`src/hw/rtl/chd_pkg.sv`:
```
// Shared types, constants and helpers for the compass heading change detector.
// No dependencies; every other file of the block imports this package.
`default_nettype none

package chd_pkg;

   localparam int AxisW    = 16;
   localparam int HeadW    = 12;
   localparam int NumW     = 19;
   localparam int DenW     = 17;
   localparam int AngW     = 16;
   localparam int DivW     = 30;
   localparam int QuoW     = 14;
   localparam int CntW     = 4;
   localparam int StepW    = 3;
   localparam int ScaleW   = 23;
   localparam int ProdW    = AngW + ScaleW;

   localparam int SampleShift = 4;
   localparam int QuarterPiE4 = 7854;
   localparam int PiE4        = 31416;
   localparam int HalfTurn    = 1800;
   localparam int FullTurn    = 2 * HalfTurn;

   // 1800/31416 as 2^27 * 225/3927 rounded up; exact floor for any angle below 31416
   localparam int                ScaleShift = 27;
   localparam logic [ScaleW-1:0] ScaleMul   = ScaleW'(7690092);

   localparam logic [CntW-1:0]  Div1Last = CntW'(QuoW - 1);
   localparam logic [HeadW-1:0] ThresholdReset = HeadW'(FullTurn / 20);

   localparam logic [7:0] AxisLowBad  = 8'h08;
   localparam logic [7:0] AxisHighBad = 8'hF8;

   typedef enum logic [2:0] {
      OP_NOP,
      OP_CAPTURE,
      OP_SETUP,
      OP_DIV_STEP,
      OP_ANGLE,
      OP_SCALE,
      OP_HEAD,
      OP_EMIT
   } chd_op_type;

   typedef struct packed {
      logic item_valid;
      logic sample_bad;
      logic div_last;
      logic slot_busy;
   } chd_stat_type;

   function automatic logic axis_in_range(input logic [AxisW-1:0] v);
      logic [7:0] hi;
      hi = v[AxisW-1:AxisW-8];
      return !(hi >= AxisLowBad && hi < AxisHighBad);
   endfunction

endpackage

`default_nettype wire

```
`src/hw/rtl/chd_if.sv`:
```
// Valid/ready channel interfaces for sample beats and result beats.
// Depends on chd_pkg for field widths.
`default_nettype none

interface chd_req_if;
   import chd_pkg::*;
   logic                    valid;
   logic                    ready;
   logic signed [AxisW-1:0] x_reading;
   logic signed [AxisW-1:0] y_reading;
   logic signed [AxisW-1:0] z_reading;

   modport source (output valid, output x_reading, output y_reading, output z_reading,
                   input ready);
   modport sink   (input valid, input x_reading, input y_reading, input z_reading,
                   output ready);
endinterface

interface chd_rsp_if;
   import chd_pkg::*;
   logic             valid;
   logic             ready;
   logic             sample_valid;
   logic             heading_changed;
   logic [HeadW-1:0] heading;

   modport source (output valid, output sample_valid, output heading_changed,
                   output heading, input ready);
   modport sink   (input valid, input sample_valid, input heading_changed,
                   input heading, output ready);
endinterface

`default_nettype wire

```
`src/hw/rtl/chd_seq.sv`:
```
// Microcode sequencer: step counter, control ROM and wait/branch logic.
// Depends on chd_pkg for the datapath op codes and status struct.
`default_nettype none

module chd_seq (
   input  logic                  clock,
   input  logic                  reset,
   input  chd_pkg::chd_stat_type stat,
   output chd_pkg::chd_op_type   op
);
   import chd_pkg::*;

   typedef enum logic [1:0] {
      WC_NONE,
      WC_NO_ITEM,
      WC_DIV_BUSY,
      WC_SLOT_BUSY
   } wait_type;

   typedef enum logic [1:0] {
      BC_NONE,
      BC_ALWAYS,
      BC_BAD_SAMPLE
   } branch_type;

   typedef struct packed {
      chd_op_type       op;
      wait_type         wc;
      branch_type       bc;
      logic [StepW-1:0] target;
   } uword_type;

   localparam logic [StepW-1:0] StWait  = StepW'(0);
   localparam logic [StepW-1:0] StSetup = StepW'(1);
   localparam logic [StepW-1:0] StDiv1  = StepW'(2);
   localparam logic [StepW-1:0] StAngle = StepW'(3);
   localparam logic [StepW-1:0] StScale = StepW'(4);
   localparam logic [StepW-1:0] StHead  = StepW'(5);
   localparam logic [StepW-1:0] StEmit  = StepW'(6);

   function automatic uword_type urom(input logic [StepW-1:0] s);
      uword_type w;
      unique case (s)
         StWait:  w = '{OP_CAPTURE,  WC_NO_ITEM,   BC_NONE,       StWait};
         StSetup: w = '{OP_SETUP,    WC_NONE,      BC_BAD_SAMPLE, StEmit};
         StDiv1:  w = '{OP_DIV_STEP, WC_DIV_BUSY,  BC_NONE,       StWait};
         StAngle: w = '{OP_ANGLE,    WC_NONE,      BC_NONE,       StWait};
         StScale: w = '{OP_SCALE,    WC_NONE,      BC_NONE,       StWait};
         StHead:  w = '{OP_HEAD,     WC_NONE,      BC_NONE,       StWait};
         StEmit:  w = '{OP_EMIT,     WC_SLOT_BUSY, BC_ALWAYS,     StWait};
         default: w = '{OP_NOP,      WC_NONE,      BC_ALWAYS,     StWait};
      endcase
      return w;
   endfunction

   uword_type        uw;
   logic             stall;
   logic             take;
   logic [StepW-1:0] pc_ff;
   logic [StepW-1:0] pc_in;

   always_comb begin
      uw = urom(pc_ff);
      unique case (uw.wc)
         WC_NO_ITEM:   stall = !stat.item_valid;
         WC_DIV_BUSY:  stall = !stat.div_last;
         WC_SLOT_BUSY: stall = stat.slot_busy;
         default:      stall = 1'b0;
      endcase
      unique case (uw.bc)
         BC_ALWAYS:     take = 1'b1;
         BC_BAD_SAMPLE: take = stat.sample_bad;
         default:       take = 1'b0;
      endcase
      priority if (stall) begin
         pc_in = pc_ff;
      end else if (take) begin
         pc_in = uw.target;
      end else begin
         pc_in = pc_ff + 1'b1;
      end
   end

   always_ff @(posedge clock) begin
      if (reset) begin
         pc_ff <= StWait;
      end else begin
         pc_ff <= pc_in;
      end
   end

   assign op = uw.op;

endmodule

`default_nettype wire

```
`src/hw/rtl/chd_div.sv`:
```
// Restoring divider, one quotient bit per cycle while step is high, from a pre-shifted divisor.
// Depends on chd_pkg for operand widths.
`default_nettype none

module chd_div (
   input  logic                      clock,
   input  logic                      reset,
   input  logic                      load,
   input  logic                      step,
   input  logic [chd_pkg::DivW-1:0]  dividend,
   input  logic [chd_pkg::DivW-1:0]  divisor_shifted,
   input  logic [chd_pkg::CntW-1:0]  last_bit,
   output logic [chd_pkg::QuoW-1:0]  quotient,
   output logic                      last
);
   import chd_pkg::*;

   logic [DivW-1:0] rem_ff;
   logic [DivW-1:0] dsh_ff;
   logic [QuoW-1:0] quo_ff;
   logic [CntW-1:0] cnt_ff;
   logic            fits;

   assign fits = rem_ff >= dsh_ff;

   always_ff @(posedge clock) begin
      if (reset) begin
         cnt_ff <= '0;
      end else if (load) begin
         cnt_ff <= last_bit;
      end else if (step) begin
         cnt_ff <= cnt_ff - 1'b1;
      end
   end

   always_ff @(posedge clock) begin
      if (load) begin
         rem_ff <= dividend;
         dsh_ff <= divisor_shifted;
         quo_ff <= '0;
      end else if (step) begin
         if (fits) begin
            rem_ff <= rem_ff - dsh_ff;
         end
         dsh_ff <= dsh_ff >> 1;
         quo_ff <= {quo_ff[QuoW-2:0], fits};
      end
   end

   assign quotient = quo_ff;
   assign last     = cnt_ff == '0;

endmodule

`default_nettype wire

```
`src/hw/rtl/compass_heading_change_detect_core.sv`:
```
// Compass heading change detector: range check, fixed-point atan2 heading,
// threshold compare. Uses chd_pkg, chd_if, chd_seq and chd_div.
//
// Usage:
//   req_if carries one magnetometer sample per beat (x, y, z readings).
//   rsp_if returns one beat per sample: sample_valid, heading_changed and
//   the stored heading in tenths of a degree (0..3600).
//   csr_write_enable/csr_write_data write the change threshold; write it
//   only while no sample is in flight. Reset value is 180.
// Sequence:
//   A sample in range passes the setup, serial division, angle, scale and
//   heading steps before it reaches the result register; an out-of-range
//   sample goes from setup straight to the result register. A new sample is
//   taken the cycle after the previous one is placed in the result register,
//   so samples do not overlap. The division is serial (14 quotient bits, one
//   per cycle); the scale to tenths of a degree is a single multiply step.
// Reset clears the stored heading to 0, the threshold to 180 and the valid
// flag of the result register. When the receiver stalls, a result waits in
// the result register while the next sample is processed; that sample then
// holds until the register is free.
`default_nettype none

module compass_heading_change_detect_core (
   input  logic                       clock,
   input  logic                       reset,
   chd_req_if.sink                    req_if,
   chd_rsp_if.source                  rsp_if,
   input  logic                       csr_write_enable,
   input  logic [chd_pkg::HeadW-1:0]  csr_write_data
);
   import chd_pkg::*;

   localparam logic signed [NumW-1:0] BaseLow  = NumW'(QuarterPiE4);
   localparam logic signed [NumW-1:0] BaseHigh = NumW'(3 * QuarterPiE4);

   chd_op_type   op;
   chd_stat_type stat;

   logic signed [AxisW-1:0] x_ff;
   logic signed [AxisW-1:0] y_ff;
   logic                    sample_ok_ff;
   logic                    pnonneg_ff;
   logic                    numneg_ff;
   logic                    changed_ff;
   logic [AngW-1:0]         ang_ff;
   logic [HeadW-1:0]        q2_ff;
   logic [HeadW-1:0]        last_heading_ff;
   logic [HeadW-1:0]        threshold_ff;
   logic                    rsp_valid_ff;
   logic                    rsp_sample_valid_ff;
   logic                    rsp_changed_ff;
   logic [HeadW-1:0]        rsp_heading_ff;

   logic signed [NumW-1:0] x_ext;
   logic signed [NumW-1:0] p_ext;
   logic signed [NumW-1:0] big_p;
   logic signed [NumW-1:0] big_q;
   logic signed [NumW-1:0] abs_q;
   logic signed [NumW-1:0] m_val;
   logic signed [NumW-1:0] num_val;
   logic signed [NumW-1:0] den_val;
   logic signed [NumW-1:0] abs_num;
   logic                   pnonneg;
   logic [DivW-1:0]        prod1;

   logic signed [NumW-1:0] sq;
   logic signed [NumW-1:0] a0;
   logic [ProdW-1:0]       scale_prod;

   logic [HeadW-1:0]       h_val;
   logic [HeadW:0]         diff;
   logic [HeadW:0]         abs_diff;
   logic                   hit;

   logic                   slot_free;
   logic                   div_load;
   logic                   div_step;
   logic [DivW-1:0]        div_dividend;
   logic [DivW-1:0]        div_divisor;
   logic [CntW-1:0]        div_last_bit;
   logic [QuoW-1:0]        quotient;
   logic                   div_last;

   // setup: operands of the first division
   always_comb begin
      x_ext   = NumW'(x_ff);
      p_ext   = -NumW'(y_ff);
      pnonneg = !p_ext[NumW-1];
      big_p   = p_ext <<< SampleShift;
      big_q   = x_ext <<< SampleShift;
      abs_q   = big_q[NumW-1] ? -big_q : big_q;
      m_val   = abs_q + NumW'(1);
      num_val = pnonneg ? (big_p - m_val) : (m_val + big_p);
      den_val = pnonneg ? (big_p + m_val) : (m_val - big_p);
      abs_num = num_val[NumW-1] ? -num_val : num_val;
      prod1   = DivW'(abs_num[DenW-1:0]) * DivW'(QuarterPiE4);
   end

   // angle: signed first quotient, then scale to tenths of a degree
   always_comb begin
      sq         = numneg_ff ? -NumW'(quotient) : NumW'(quotient);
      a0         = (pnonneg_ff ? BaseLow : BaseHigh) - sq;
      scale_prod = ProdW'(ang_ff) * ProdW'(ScaleMul);
   end

   // heading and threshold compare
   always_comb begin
      h_val    = x_ff[AxisW-1] ? (HeadW'(HalfTurn) - q2_ff) : (HeadW'(HalfTurn) + q2_ff);
      diff     = {1'b0, h_val} - {1'b0, last_heading_ff};
      abs_diff = diff[HeadW] ? -diff : diff;
      hit      = abs_diff[HeadW-1:0] >= threshold_ff;
   end

   assign div_load     = op == OP_SETUP;
   assign div_step     = op == OP_DIV_STEP;
   assign div_dividend = prod1;
   assign div_divisor  = DivW'(den_val[DenW-1:0]) << Div1Last;
   assign div_last_bit = Div1Last;

   assign slot_free = !rsp_valid_ff || rsp_if.ready;

   assign stat.item_valid = req_if.valid;
   assign stat.sample_bad = !sample_ok_ff;
   assign stat.div_last   = div_last;
   assign stat.slot_busy  = !slot_free;

   chd_seq u_seq (
      .clock (clock),
      .reset (reset),
      .stat  (stat),
      .op    (op)
   );

   chd_div u_div (
      .clock           (clock),
      .reset           (reset),
      .load            (div_load),
      .step            (div_step),
      .dividend        (div_dividend),
      .divisor_shifted (div_divisor),
      .last_bit        (div_last_bit),
      .quotient        (quotient),
      .last            (div_last)
   );

   always_ff @(posedge clock) begin
      if (reset) begin
         threshold_ff    <= ThresholdReset;
         last_heading_ff <= '0;
         rsp_valid_ff    <= 1'b0;
      end else begin
         if (csr_write_enable) begin
            threshold_ff <= csr_write_data;
         end
         if (op == OP_HEAD && hit) begin
            last_heading_ff <= h_val;
         end
         if (op == OP_EMIT && slot_free) begin
            rsp_valid_ff <= 1'b1;
         end else if (rsp_if.ready) begin
            rsp_valid_ff <= 1'b0;
         end
      end
   end

   always_ff @(posedge clock) begin
      if (op == OP_CAPTURE && req_if.valid) begin
         x_ff         <= req_if.x_reading;
         y_ff         <= req_if.y_reading;
         sample_ok_ff <= axis_in_range(req_if.x_reading) &&
                         axis_in_range(req_if.y_reading) &&
                         axis_in_range(req_if.z_reading);
      end
      if (op == OP_SETUP) begin
         pnonneg_ff <= pnonneg;
         numneg_ff  <= num_val[NumW-1];
         changed_ff <= 1'b0;
      end
      if (op == OP_ANGLE) begin
         ang_ff <= a0[AngW-1:0];
      end
      if (op == OP_SCALE) begin
         q2_ff <= scale_prod[ScaleShift +: HeadW];
      end
      if (op == OP_HEAD) begin
         changed_ff <= hit;
      end
      if (op == OP_EMIT && slot_free) begin
         rsp_sample_valid_ff <= sample_ok_ff;
         rsp_changed_ff      <= changed_ff;
         rsp_heading_ff      <= last_heading_ff;
      end
   end

   assign req_if.ready           = op == OP_CAPTURE;
   assign rsp_if.valid           = rsp_valid_ff;
   assign rsp_if.sample_valid    = rsp_sample_valid_ff;
   assign rsp_if.heading_changed = rsp_changed_ff;
   assign rsp_if.heading         = rsp_heading_ff;

endmodule

`default_nettype wire

```
`src/flat_wrapper.sv`:
```
// flat-port wrapper written by rule: the top's interface ports become plain ports
module compass_heading_change_detect_core_flat import chd_pkg::*;
  (clock, reset, csr_write_enable, csr_write_data, req_if_valid, req_if_x_reading, req_if_y_reading, req_if_z_reading, req_if_ready, rsp_if_valid, rsp_if_sample_valid, rsp_if_heading_changed, rsp_if_heading, rsp_if_ready);
  chd_req_if req_if_i ();
  chd_rsp_if rsp_if_i ();
  input  logic clock;
  input  logic reset;
  input  logic csr_write_enable;
  input  logic [chd_pkg::HeadW-1:0] csr_write_data;
  input wire logic [$bits(req_if_i.valid)-1:0] req_if_valid;
  input wire logic [$bits(req_if_i.x_reading)-1:0] req_if_x_reading;
  input wire logic [$bits(req_if_i.y_reading)-1:0] req_if_y_reading;
  input wire logic [$bits(req_if_i.z_reading)-1:0] req_if_z_reading;
  output wire logic [$bits(req_if_i.ready)-1:0] req_if_ready;
  output wire logic [$bits(rsp_if_i.valid)-1:0] rsp_if_valid;
  output wire logic [$bits(rsp_if_i.sample_valid)-1:0] rsp_if_sample_valid;
  output wire logic [$bits(rsp_if_i.heading_changed)-1:0] rsp_if_heading_changed;
  output wire logic [$bits(rsp_if_i.heading)-1:0] rsp_if_heading;
  input wire logic [$bits(rsp_if_i.ready)-1:0] rsp_if_ready;
  assign req_if_i.valid = req_if_valid;
  assign req_if_i.x_reading = req_if_x_reading;
  assign req_if_i.y_reading = req_if_y_reading;
  assign req_if_i.z_reading = req_if_z_reading;
  assign req_if_ready = req_if_i.ready;
  assign rsp_if_valid = rsp_if_i.valid;
  assign rsp_if_sample_valid = rsp_if_i.sample_valid;
  assign rsp_if_heading_changed = rsp_if_i.heading_changed;
  assign rsp_if_heading = rsp_if_i.heading;
  assign rsp_if_i.ready = rsp_if_ready;
  compass_heading_change_detect_core u_core (.clock(clock), .reset(reset), .req_if(req_if_i), .rsp_if(rsp_if_i), .csr_write_enable(csr_write_enable), .csr_write_data(csr_write_data));
endmodule
```
`config.mk`:
```
export PLATFORM = sky130hd
export DESIGN_NAME = compass_heading_change_detect_core_flat
export DESIGN_NICKNAME = d
export VERILOG_FILES = /design/src/hw/rtl/chd_pkg.sv /design/src/hw/rtl/chd_if.sv /design/src/hw/rtl/chd_seq.sv /design/src/hw/rtl/chd_div.sv /design/src/hw/rtl/compass_heading_change_detect_core.sv /design/src/flat_wrapper.sv
export SDC_FILE = /design/constraint.sdc
export NUM_CORES = 1
export LEC_CHECK = 0
export BUFFER_PORTS_ARGS = -buffer_cell sky130_fd_sc_hd__buf_4
export CORE_MARGIN = 3
export CORE_UTILIZATION = 50
export CTS_BUF_LIST = sky130_fd_sc_hd__clkbuf_2
export DETAILED_ROUTE_END_ITERATION = 6
export PLACE_DENSITY_LB_ADDON = 0.1
export SLEW_MARGIN = 5
export SYNTH_ARGS = -nofsm -noshare
export SYNTH_HDL_FRONTEND = slang
export SYNTH_SLANG_ARGS = --single-unit
```
`constraint.sdc`:
```
create_clock -name clock -period 13.76 [get_ports clock]
set_clock_uncertainty 0.05 [all_clocks]
set_input_delay 1.376 -clock clock [delete_from_list [all_inputs] [get_ports clock]]
set_output_delay 1.376 -clock clock [all_outputs]
set_load 0.02 [all_outputs]
```
======== Word-level counts from Yosys, hierarchy flattened ========
Index checks and enable logic that the tools add are counted.
storage, ports and cells
  output and inout bits ................... 16
  word-level logic and storage cells ...... 116
  flip-flop bits (word level) ............. 184
  input bits .............................. 65
operators by class
  add/subtract/negate cells ............... 16
  reduce and logical (&&, ||, !) cells .... 27
  multiplexer cells ....................... 23
  eq/ne operators ......................... 18
  $lt $le $gt $ge ......................... 8
  multipliers ............................. 2
operators by type and width
  kind                                                                                  number
  30-bit 2-to-1 mux                                                                     5
  10-bit case mux with 7 select lines                                                   1
  19-bit 2-to-1 mux                                                                     2
  16-bit by 21-bit multiplier with 37-bit output (second input constant)                1
  17-bit 2-to-1 mux                                                                     2
  30-bit greater-or-equal comparator                                                    1
  30-bit subtractor                                                                     1
  17-bit by 12-bit multiplier with 29-bit output (second input constant)                1
  8-bit by 4-bit greater-or-equal comparator with 1-bit output (second input constant)  3
  8-bit less-than comparator (second input constant)                                    3
  12-bit 2-to-1 mux                                                                     2
  3-bit == test (second input constant)                                                 7
  19-bit adder                                                                          1
  19-bit by 2-bit adder with 19-bit output (second input constant)                      1
  16-bit negator with 19-bit output                                                     1
  19-bit negator                                                                        1
  19-bit subtractor                                                                     1
  17-bit negator                                                                        1
  17-bit subtractor                                                                     1
  16-bit 2-to-1 mux                                                                     1
  14-bit negator with 16-bit output                                                     1
  16-bit subtractor                                                                     1
  15-bit 2-to-1 mux                                                                     1
  12-bit by 12-bit subtractor with 13-bit output                                        1
  other kinds (23)                                                                      53

======== Longest topological paths before layout ========
  word-level depth ........................ 9
  gate-level depth with buffers ........... 39
  depth with buffers taken out ............ 39

======== By module ========
A second synthesis with hierarchy kept.
unflattened totals
  cells, all modules ...................... 2392
  area total of the unflattened synthesis .. 22811.9 µm²
modules (own cells, without submodules)
  module                              seq. area each (µm²)  times used  area an instance (µm²)  cells an instance
  compass_heading_change_detect_core  2842.7                1           17434.2                 1799
  chd_div                             2162.1                1           5043.6                  552
  chd_seq                             60.1                  1           334.1                   41

======== Least setup slack after synthesis ========
Ideal clock, no wire load.
  path kind ............................... reg2reg
  from .................................... register u_core.y_ff[4]
  to ...................................... register u_core.u_div.rem_ff[28], data pin
  setup slack ............................. 4.263 ns
  data required time ...................... 13.445 ns
  stages on the path, launching flop included .. 35
  setup time .............................. 0.265 ns
  buffers on the path ..................... 1
  arrival ................................. 9.182 ns
  clock period less this slack ............ 9.497 ns
  cell sequence ........................... edfxtp_1 > or4_4 > or4_1 > or3_1 > or3_1 > xor2_1 > ha_1 > inv_1 > nor3_1 > a21boi_0 > a2111o_1 > nor2_1 > nor2_1 > xor2_2 > buf_2 > xnor2_1 > xnor2_1 > ha_1 > fa_1 > inv_1 > fa_1 > fa_1 > fa_1 > inv_1 > ha_1 > nor2b_1 > o21ai_0 > nand2b_1 > a211oi_1 > o21bai_1 > a221oi_1 > o21ai_0 > nand2_1 > nor4_1 > or3_1
between the ends
  elaborated cells between the ends (all ways) .. 8
  those cells by class .................... 4 x add/sub; 1 x mul; 3 x mux
RTL lines
  what                                                      line                                       RTL
  start: declaration                                        compass_heading_change_detect_core.sv:40   logic signed [AxisW-1:0] y_ff;
  start signal: assignment                                  compass_heading_change_detect_core.sv:169  y_ff <= req_if.y_reading;
  16-bit negator with 19-bit output (*)                     compass_heading_change_detect_core.sv:87   p_ext = -NumW'(y_ff);
  19-bit subtractor / 19-bit adder (equally long branches)  compass_heading_change_detect_core.sv:93   num_val = pnonneg ? (big_p - m_val) : (m_val + big_p);
  19-bit 2-to-1 mux (*)                                     compass_heading_change_detect_core.sv:93
  via u_core.num_val[18]                                    compass_heading_change_detect_core.sv:60   logic signed [NumW-1:0] num_val;
  17-bit 2-to-1 mux (*)                                     compass_heading_change_detect_core.sv:95   abs_num = num_val[NumW-1] ? -num_val : num_val;
  17-bit by 12-bit multiplier with 29-bit output (*)        compass_heading_change_detect_core.sv:96   prod1 = DivW'(abs_num[DenW-1:0]) * DivW'(QuarterPiE4);
  30-bit 2-to-1 mux (*)                                     chd_div.sv:37                              if (load) begin
  end signal: assignment                                    chd_div.sv:38                              rem_ff <= dividend;
  end signal: assignment                                    chd_div.sv:43                              rem_ff <= rem_ff - dsh_ff;
  end: declaration                                          chd_div.sv:18                              logic [DivW-1:0] rem_ff;
The timed path passes the listed nets; every way through them passes the cells marked *.
A chain may end at the register's enable or synchronous reset.

======== Worst setup path after layout ========
  from .................................... register u_core.y_ff[4]
  to ...................................... register u_core.u_div.rem_ff[28], data pin
between the ends
  word-level cells in the longest chain between the ends .. 7
  elaborated cells between the ends (all ways) .. 8
  those cells by class .................... 4 x add/sub; 1 x mul; 3 x mux
RTL lines
  what                                                      line
  16-bit negator with 19-bit output (*)                     compass_heading_change_detect_core.sv:87
  19-bit subtractor / 19-bit adder (equally long branches)  compass_heading_change_detect_core.sv:93
  19-bit 2-to-1 mux (*)                                     compass_heading_change_detect_core.sv:93
  17-bit negator                                            compass_heading_change_detect_core.sv:95
  17-bit 2-to-1 mux (*)                                     compass_heading_change_detect_core.sv:95
  17-bit by 12-bit multiplier with 29-bit output (*)        compass_heading_change_detect_core.sv:96
  30-bit 2-to-1 mux (*)                                     chd_div.sv:37
Mark *: on every way between the ends. The rest lies on a longest branch, timed or not.

==> metrics.txt <==
Post-synth EDFFs=124; RSZ-0062 raised after global routing=no; IO Count=81; DRC Markers=0; # placed instances=~2900; unique cell type count in the Yosys netlist=77; grt ovf=0; syn_nets=between 2000 and 3000; worst skew pair latency=between 1 and 1.5 ns; number of global-route vias before repair=~16000; adder-cell area share of the yosys netlist=38.6%; Non-Filler Instances=a little under 3000; most frequent CP cell=inv_1; die area=~46000 um2; simple-gate area share of the yosys netlist=under 10%; CP max stage delay=approximately 0.58 ns; Hold EP=u_core.u_div.dsh_ff[5]; Final setup viols=0; mux cell area share after synthesis=roughly 1.2%; Rel. slew slack=34.3%; post-CTS sizing=0; post-synth top area cell=fa_1; DR iter-0 viols=680; first-pass GRT wire length=about 81000 um; TritonRoute pass-1 iters=7; row cnt=75; Root Driver=clkbuf_2; ys async rst share=0%; WP data required=approximately 15 ns; Yosys top cell area share=between 20 and 25%; Pins Over Slew Limit=0; crit path capture type=flip-flop; port bufs=roughly 70; CP Class=flip-flop to flip-flop; CTS max path bufs=2; final hold violation count=0; WL per Instance=around 16 um; Synth Area in XOR/XNOR=7.59%; outcome=finished clean; Fmax achieved=about 0.094 GHz; Synth area leaders=fa_1 (20%), ha_1 (18%), edfxtp_1 (17%); CTS buffer count=17; fill cell count=approximately 3900; CTS tree=yes; arrival time worst endpoint=~11 ns; core area=42500 um2; buffer count from post-CTS setup fixing=0; Die Width=215 um; die height=about 210 um; Reg-to-Reg Start=u_core.y_ff[4]; CP max stage cell=or4_4; footprint of the multi-input gates=approximately 15000 um2; Most used DFF post-synth=edfxtp_1; Final period util=roughly 78%; Worst setup SP type=flip-flop; reg-to-reg setup timing slack=3.09 ns; HP Start=u_core.u_div.dsh_ff[6]; Total Wirelength=48000 um; Initial Util=51.3%; Seq/Total Area, Yosys=22.6%; share of cells above drive strength 1=under 10%; Synth Area in Compound Gates=roughly 13%; RePlAce Congestion=between 0.8 and 0.9; top-count cell post-synth=inv_1; YS warnings=0; Post-Route Setup TNS=0 ns; crit path time final=10.67 ns; hold path cells=2; flops & latches, synth=around 180; DPL Wire Length=between 40000 and 50000 um; mapped cell area=21800 um2; Worst Max-Slew Pin Slew=between 0.9 and 1 ns; register area=a little under 5000 um2; H-tree Lvls=4; Max FO, Critical Path=14; CTS Sinks=184; Mapped Cells=between 2000 and 2500; class of the worst hold path=flip-flop to flip-flop; Routed Antenna Nets=0; Max-cap violations=0; overall routing resource usage=21.5%; top post-synthesis cells by count=inv_1 (412), ha_1 (322), fa_1 (219), nand2_1 (144), a21oi_1 (134); # hold bufs at CTS=0; clk slew on worst S/H paths=roughly 0.3 ns; initial antenna violation count=3; vias=between 15000 and 20000; Worst R2R End=u_core.u_div.rem_ff[28]; vias per inst=5.33; R2R depth=37; synth-to-layout area growth=6.54%; largest family of logic cells by synthesized area=adder cells; final net count=roughly 2900; per-instance average area after synthesis=roughly 9.6 um2; largest net degree at the start of global routing=48
-- cells by family (layout without fill, tap and decap cells) --
family | count (synthesis) | in the layout
AOI/OAI and AO/OA | 430 | 430
xor gates and xnor gates | 186 | 186
adders and majority gates | 542 | 542
buffers and inverters | 457 | 525
DFF | 184 | 184
muxes | 25 | 25
other | 0 | 4
and+or+nand+nor | 443 | 443
-- metrics by stage --
stage,cell area [um2],hold WS [ns],worst slack [ns],utilization [%]
4_1_cts,23200,0.295,3.11,54.7
3_5_place_dp,23000,0.366,3.16,54.0
2_1_floorplan,21800,0.350,4.26,-
3_3_place_gp,23000,0.353,3.15,54.0
6_report,23200,0.416,3.09,54.7
5_1_grt,23200,0.295,2.44,54.7
-- worst max-delay path by stage --
| stage | slack (ns) | from | depth (start not counted) | endpoint |
|---|---|---|---|---|
| after floorplan | 4.26 | u_core.y_ff[4] | 34 | u_core.u_div.rem_ff[28] |
| after global placement | 3.15 | u_core.y_ff[4] | 37 | u_core.u_div.rem_ff[28] |
| after detailed placement | 3.16 | u_core.y_ff[4] | 37 | u_core.u_div.rem_ff[28] |
| after CTS | 3.11 | u_core.y_ff[4] | 37 | u_core.u_div.rem_ff[28] |
| after global routing | 2.44 | u_core.y_ff[4] | 36 | u_core.u_div.rem_ff[28] |
| final | 3.09 | u_core.y_ff[4] | 37 | u_core.u_div.rem_ff[28] |
-- layer usage --
layer	part of all wire (%)	vias up	track usage (%)	wire length [um]
li1	-	7691	-	-
met1	49	7555	30.0	23300
met2	46	239	35.0	22200
met3	3.3	48	3.70	1590
met4	1.9	0	5.46	902
met5	0	-	0	0
-- worst max-delay path, delay by kind of cell, from the launching register on --
family / cells / cell delay, ns
flops: 1 / 0.51
compound gates: 10 / 2.07
simple gates: 11 / 3.12
xor+xnor: 2 / 0.84
buf+inv: 7 / 0.92
fa+ha+maj: 7 / 2.95
-- flip-flops by register name (all words and copies together), names as in the netlist, 3 cells and up --
signal	flops
u_core.u_div.dsh_ff	30
u_core.u_div.rem_ff	30
u_core.ang_ff	16
u_core.x_ff	16
u_core.y_ff	16
u_core.u_div.quotient	14
u_core.last_heading_ff	12
u_core.q2_ff	12
u_core.rsp_if.heading	12
u_core.threshold_ff	12
u_core.u_div.cnt_ff	4
u_core.u_seq.pc_ff	3
-- cells in the final DEF, fill, tap and decap left out, drive strengths merged, types with 14 or more instances in the layout --
| cell | instances |
|---|---|
| a31oi | 14 |
| nand3 | 20 |
| inv | 423 |
| and3 | 17 |
| nor2 | 133 |
| buf | 80 |
| xor2 | 72 |
| nor3 | 26 |
| o21ai | 91 |
| clkbuf | 17 |
| o22ai | 36 |
| nor2b | 25 |
| fa | 219 |
| nand2 | 144 |
| ha | 322 |
| edfxtp | 124 |
| a21oi | 136 |
| dfxtp | 60 |
| xnor2 | 114 |
| nand2b | 23 |
| o21a | 17 |
| a21o | 33 |
| mux2i | 24 |
| o211ai | 18 |
-- cell type report --
class                      count  area share [%]
antenna                        4          0.0431
tap                          577            3.11
multi-input combinational   1626            65.3
sequential                   184            21.2
clock buffer                  17           0.366
timing repair buffer          80            2.58
inverter                     413            6.67
clock inverter                15           0.775
Power is left out: the tool's default activity adds up to more than one toggle a clock period on the data nets, which glitch-free logic cannot reach.
